<file path="src/sv/nfha_ram.sv">
// Generic simple dual-port RAM with one write port and a registered read port.
`default_nettype none
module nfha_ram #(
    parameter int WIDTH = 8,
    parameter int DEPTH = 64
) (
    input  wire logic                     i_clk,
    input  wire logic                     i_we,
    input  wire logic [$clog2(DEPTH)-1:0] i_waddr,
    input  wire logic [WIDTH-1:0]         i_wdata,
    input  wire logic [$clog2(DEPTH)-1:0] i_raddr,
    output logic      [WIDTH-1:0]         o_rdata
);

    logic [WIDTH-1:0] mem [DEPTH];

    always_ff @(posedge i_clk) begin
        if (i_we) begin
            mem[i_waddr] <= i_wdata;
        end
        o_rdata <= mem[i_raddr];
    end

endmodule
`default_nettype wire

</file>
<file path="config.mk">
export PLATFORM = sky130hd
export DESIGN_NAME = nfha_ram
export DESIGN_NICKNAME = d
export VERILOG_FILES = /design/src/sv/nfha_ram.sv
export SDC_FILE = /design/constraint.sdc
export NUM_CORES = 1
export LEC_CHECK = 0
export ABC_CLOCK_PERIOD_IN_PS = 3150
export BUFFER_PORTS_ARGS = -buffer_cell sky130_fd_sc_hd__buf_4
export CORE_ASPECT_RATIO = 0.8
export CORE_MARGIN = 5
export CORE_UTILIZATION = 60
export CTS_CLUSTER_SIZE = 16
export DETAILED_ROUTE_END_ITERATION = 8
export PLACE_DENSITY = 0.76
export SLEW_MARGIN = 20
export SYNTH_ARGS = -nofsm -noshare
export SYNTH_HDL_FRONTEND = slang
export SYNTH_SLANG_ARGS = --single-unit
</file>
<file path="constraint.sdc">
create_clock -name i_clk -period 3.15 [get_ports i_clk]
set_clock_uncertainty 0.2 [all_clocks]
set_input_delay 0.945 -clock i_clk [delete_from_list [all_inputs] [get_ports i_clk]]
set_output_delay 0.945 -clock i_clk [all_outputs]
set_load 0.01 [all_outputs]
</file>
==> summary.txt, run 1 <==
Post-DP HPWL: 27840 um
DRC: 0
CTS H-tree lvls: 2
Number of synthesized flops with an enable pin: 512
Clock latency on the worst-skew pair: 0.56 ns
Total gr overflow: 0
Final Max Tran Viols: 0
Worst Hold Class: primary input to register
Post-synthesis sequential area ratio: 0.7703
CTS buffer count: 48
Synthesized cell area: 20170 sq um
Main flop type after synthesis: edfxtp_1
Iter 0 DRT Violations: 1158
Simple-Gate Fraction of Synth Area: 0.03388
Largest net degree at the start of global routing: 65
Clk sinks: 520
IO Pins: 30
CP startpoint kind: primary input
Top cells by area, synth: edfxtp_1 76%, mux4_2 14%, nor2_1 1.5%, mux2i_1 1.1%, dfxtp_1 0.79%
Via count: 10130
Clock Tree Buf Depth: 3
CTS tree: built
Commonest non-fill, non-tap cells in the layout: 512 x edfxtp_1, 132 x buf_4, 126 x mux4_2
Post-DP Area: 21620 sq um
Placer Congestion: 0.8875
#FFs+latches synth: 520
Syn nets: 962
Adder-cell area share of the yosys netlist: 0
Worst Max-Slew Pin Slew: 0.7390 ns
Largest family of logic cells by synthesized area: multiplexers
Post-cts hold buffer count: 0
ANT cells: 0
Starting density of the core: 0.6037
Period utilization: 0.8278
CTS resizes: 0
Area delta synth->final: 14.73%
I/O Buffers: 29
Post-synthesis mux area share: 0.1594
Clock slew at reported path FFs: 0.07 ns
Drt via density: 6.515
Post-route minimum period: 2.608 ns
Initial antenna violation count: 0
Row cnt: 60
F_max: 383.5 MHz
Clock Root Buffer: clkbuf_16
Hold violation total from the final report: 0
Vias in the first global route: 10170
RSZ-0062 raised after global routing: no
Max transition margin: 0.5074
Total core area: 33410 sq um
CP Capture Type: register
Hold_ws: 0.5546 ns
Critical path class: primary input to register
# fillers: 1941
GRT Util Overall: 0.2456
Status: complete, no violations
Die height: 174.0 um
Die area: 37400 sq um
Cell area after layout: 23140 sq um
Yosys warns: 0
Synth cell types: 40
TritonRoute pass-1 iters: 5
Yosys top cell by area: edfxtp_1
Max Fanout on Critical Path: 11
Leak: 7.476 nW
WP data required: 3.39 ns
Syn Area/Cell: 21.45 sq um
Pwr Density: 609.9 nW/um^2
Setup Buffers After CTS: 0
Total Power: 0.01411 W
Most common cell after layout, fill and taps aside: edfxtp_1
Ys async rst share: 0
Final #Nets: 1105
Xor and xnor area share after synthesis: 0
Routed WL per cell: 29.02 um
Final setup viols: 0
Peak supply drop: 0.0006450 V
Syn Inst Count: 940
First-pass GRT wire length: 67610 um
Final WL: 45100 um
Maxcap violations: 0
Finished Core Util: 0.6926
Post-synthesis compound-gate area fraction: 0.02072
Post-route ant nets: 0
Share of cells above drive strength 1: 0.3080
Die Wd: 215.0 um
Critical Path AT: 2.84 ns
Area share of the largest cell type after synthesis: 0.7624
per-layer routing:
metal  track usage  wire (um)
met1        0.3675      17980
met5             0          0
met2        0.3695      21050
met3       0.06164       4865
met4       0.07145       1210
cells in the mapped netlist (3+ instances only):
cell,instances
o221ai_1,8
mux4_2,126
buf_1,4
o2111ai_1,3
mux2i_1,23
dfxtp_1,8
a211oi_1,4
o2bb2ai_1,3
a221oi_1,6
nor2_1,83
nand2_1,19
a22oi_1,3
clkbuf_1,17
nand2b_1,7
nand3b_1,3
o22ai_1,8
nor2b_1,14
buf_6,4
nand3_1,13
a21oi_1,3
mux2_2,13
buf_2,11
buf_4,13
edfxtp_1,512
nor3_1,7
where the power goes:
part | internal, W | switching, W
Combinational | 0.000314 | 0.000443
Clock | 0.00329 | 0.00238
Sequential | 0.00766 | 0.0000290
final timing paths:
path                              from                  to  slack (ns)  cells past startpoint
hold / removal              i_raddr[5]  o_rdata[5]$_DFF_P_        0.55                      2
setup reg to reg   mem[3][3]$_DFFE_PP_  o_rdata[3]$_DFF_P_        1.02                      5
setup / recovery            i_raddr[0]  o_rdata[3]$_DFF_P_        0.54                      7
hold reg to reg   mem[39][7]$_DFFE_PP_  o_rdata[7]$_DFF_P_        0.70                      4
layout make-up:
class	count	area, sq um	share of cell area
sequential	520	15530	0.6714
multi-input combinational	369	4315	0.1865
clock buffer	68	1308	0.05651
timing repair buffer	144	1225	0.05294
tap	434	543.0	0.02347
clock inverter	19	211.5	0.009139
per-stage QoR:
| stage | setup WS (ns) | cells | TNS [ns] |
|---|---|---|---|
| after floorplan | 0.3373 | 940 | 0 |
| after global placement | -0.02438 | 1467 | -0.02438 |
| after detailed placement | -0.009927 | 1467 | -0.009927 |
| after CTS | 0.5365 | 1554 | 0 |
| after global routing | 0.4566 | 1554 | 0 |
| final | 0.5424 | 1554 | 0 |
logic make-up (layout without fill, tap and decap cells):
kind of cell    Yosys count  after routing
compound gates           54             54
buf+inv                  51            231
flops                   520            520
mux                     162            162
simple gates            153            153
worst max-delay path, cell delays in order:
cell	delay, ns
clkbuf_8	0.22
buf_4	0.20
mux4_2	0.52
nor2b_1	0.15
a2111oi_0	0.53
buf_4	0.21
o41ai_1	0.07
registers in the layout, summed over array words and instances (netlist names):
signal / flops
mem: 512
o_rdata: 8
(Power assumes the default switching activity.)
==> run 2: changes to the inputs <==
--- a/config.mk
+++ b/config.mk
@@ -5,7 +5,7 @@
 export SDC_FILE = /design/constraint.sdc
 export NUM_CORES = 1
 export LEC_CHECK = 0
-export ABC_CLOCK_PERIOD_IN_PS = 3150
+export ABC_CLOCK_PERIOD_IN_PS = 2500
 export BUFFER_PORTS_ARGS = -buffer_cell sky130_fd_sc_hd__buf_4
 export CORE_ASPECT_RATIO = 0.8
 export CORE_MARGIN = 5
==> constraint.sdc (replaced) <==
create_clock -name i_clk -period 2.5 [get_ports i_clk]
set_clock_uncertainty 0.2 [all_clocks]
set_input_delay 0.75 -clock i_clk [delete_from_list [all_inputs] [get_ports i_clk]]
set_output_delay 0.75 -clock i_clk [all_outputs]
set_load 0.01 [all_outputs]
==> run 2 against run 1 <==
Effect of this change:
- worst setup slack worse by 0.45 ns
- routed wire length is 0.24% higher
- flip-flop and latch count stayed put
- highest routed layer is now met5
- global-route usage hardly changed
- largest power group unchanged
- utilization is 1.2 points higher
- via count is 1.5% higher
==> summary.txt, run 2 (synthesis results as in run 1) <==
Pwr Density: 759.3 nW/um^2
Clk sinks: 520
Cell area after layout: 23540 sq um
IO Pins: 30
Final Max Tran Viols: 0
Top Registers: mem (512), o_rdata (8)
FF-to-FF path depth: 5
Max reg flops: 512
End of the critical path: o_rdata[1]$_DFF_P_
Post-DP Area: 22010 sq um
RR Endpoint: o_rdata[6]$_DFF_P_
Maxcap violations: 0
Hold violation total from the final report: 0
Met1 wire length: 17620 um
Largest net degree at the start of global routing: 65
First-pass GRT wire length: 67920 um
Post-route ant nets: 0
Worst path max stage delay: 0.53 ns
Met3 WL: 4768 um
Clock Root Buffer: clkbuf_16
CP startpoint kind: primary input
Setup Buffers After CTS: 0
CTS buffer count: 48
Final setup viols: 0
Setup slack after layout: 0.09054 ns
CTS tree: built
Post-cts hold buffer count: 0
Starting density of the core: 0.6037
RSZ-0062 raised after global routing: no
GRT Util Overall: 0.2460
CP cell instances: clkbuf_8 > buf_12 > buf_12 > mux4_2 > mux2i_1 > o2111ai_1 > nand2_1 > o2bb2ai_1
Initial antenna violation count: 0
R2r setup slk: 0.33 ns
TritonRoute pass-1 iters: 7
Peak supply drop: 0.0006729 V
Leak: 7.741 nW
Clock latency on the worst-skew pair: 0.57 ns
Most common cell after layout, fill and taps aside: edfxtp_1
WP data required: 2.74 ns
Period utilization: 0.9638
CP Launch Point: i_raddr[0]
Status: complete, no violations
Routed WL per cell: 28.24 um
Row cnt: 60
Final #Nets: 1152
Die Wd: 215.0 um
Drt via density: 6.418
Critical path class: primary input to register
Vias in the first global route: 10530
Setup tns final: 0 ns
Iter 0 DRT Violations: 1215
Top delay family on crit path: multiplexers
Met2 WL: 21440 um
Area delta synth->final: 16.73%
Total core area: 33410 sq um
Via count: 10280
Post-Place Setup Slack: -0.4883 ns
RR Startpoint: mem[29][6]$_DFFE_PP_
Clock slew at reported path FFs: 0.07 ns
Commonest non-fill, non-tap cells in the layout: 512 x edfxtp_1, 176 x buf_4, 126 x mux4_2
Worst Hold Class: primary input to register
Clock Tree Buf Depth: 3
CP max stage cell: mux4_2
Post-route minimum period: 2.409 ns
Largest Register: mem
Crit path depth: 8
Share of cells above drive strength 1: 0.3428
Total gr overflow: 0
Uppermost routed layer: met5
ANT cells: 0
F_max: 415.0 MHz
Bufs and invs on worst path: 3
Critical Path AT: 2.65 ns
CTS H-tree lvls: 2
DRC: 0
Worst Max-Slew Pin Slew: 0.7219 ns
Placer Congestion: 0.8614
I/O Buffers: 29
CP Capture Type: register
CTS resizes: 0
Die area: 37400 sq um
Max transition margin: 0.5187
Final WL: 45210 um
Die height: 174.0 um
Post-DP HPWL: 28640 um
Max Fanout on Critical Path: 12
CP most frequent cell: buf_12
==> run 2: cell types whose count changed in the layout (fill, tap and decap cells not counted) <==
cell	change
buf_4	+44
clkbuf_1	-12
clkinv_2	+6
clkinv_1	+4
buf_12	+3
clkbuf_8	+3
bufinv_16	-1
clkinvlp_4	-1
inv_6	+1
==> run 2: worst reg2reg max path: stages (launching register included) <==
cell      delay [ns]
edfxtp_1        0.38
mux4_2          0.49
mux2_2          0.29
o221a_2         0.30
nor3_1          0.27
o32ai_1         0.13
==> run 2: final cells by class <==
class	instances	area [sq um]
fillers	1971	9867
well taps	434	543.0
flip-flops and latches	520	15530
repair buffers	191	1615
multi-input cells	369	4315
clock buffers	59	1304
clock inverters	28	227.7
==> run 2: worst min path at each step <==
stage / start / end / slack, ns / depth (start not counted)
after floorplan: mem[34][0]$_DFFE_PP_ / o_rdata[0]$_DFF_P_ / 0.52 / 4
after global placement: mem[30][4]$_DFFE_PP_ / o_rdata[4]$_DFF_P_ / 0.58 / 3
after detailed placement: mem[31][6]$_DFFE_PP_ / o_rdata[6]$_DFF_P_ / 0.62 / 3
after CTS: i_wdata[6] / mem[22][6]$_DFFE_PP_ / 0.30 / 1
after global routing: i_wdata[6] / mem[60][6]$_DFFE_PP_ / 0.31 / 1
final: i_wdata[6] / mem[22][6]$_DFFE_PP_ / 0.32 / 1
==> run 2: through the flow <==
step	total power [W]	cells	utilization	hold slack (ns)
2_1_floorplan	0.01038	940	-	0.5183
3_3_place_gp	0.01085	1514	0.6588	0.5828
3_5_place_dp	0.01088	1514	0.6588	0.6170
4_1_cts	0.01798	1601	0.7046	0.2971
5_1_grt	0.01844	1601	0.7046	0.3102
6_report	0.01787	1601	0.7046	0.3171
==> run 2: routing by layer <==
metal	up-vias	track usage
li1	4299	-
met1	5352	0.3580
met2	538	0.3794
met3	84	0.06042
met4	2	0.07518
met5	-	0.006410
==> run 2: where the power goes <==
group / leakage, nW / internal [W] / switching [W]
logic: 2.31 / 0.000447 / 0.000571
clock network: 0.760 / 0.00410 / 0.00307
registers: 4.67 / 0.00965 / 0.0000365
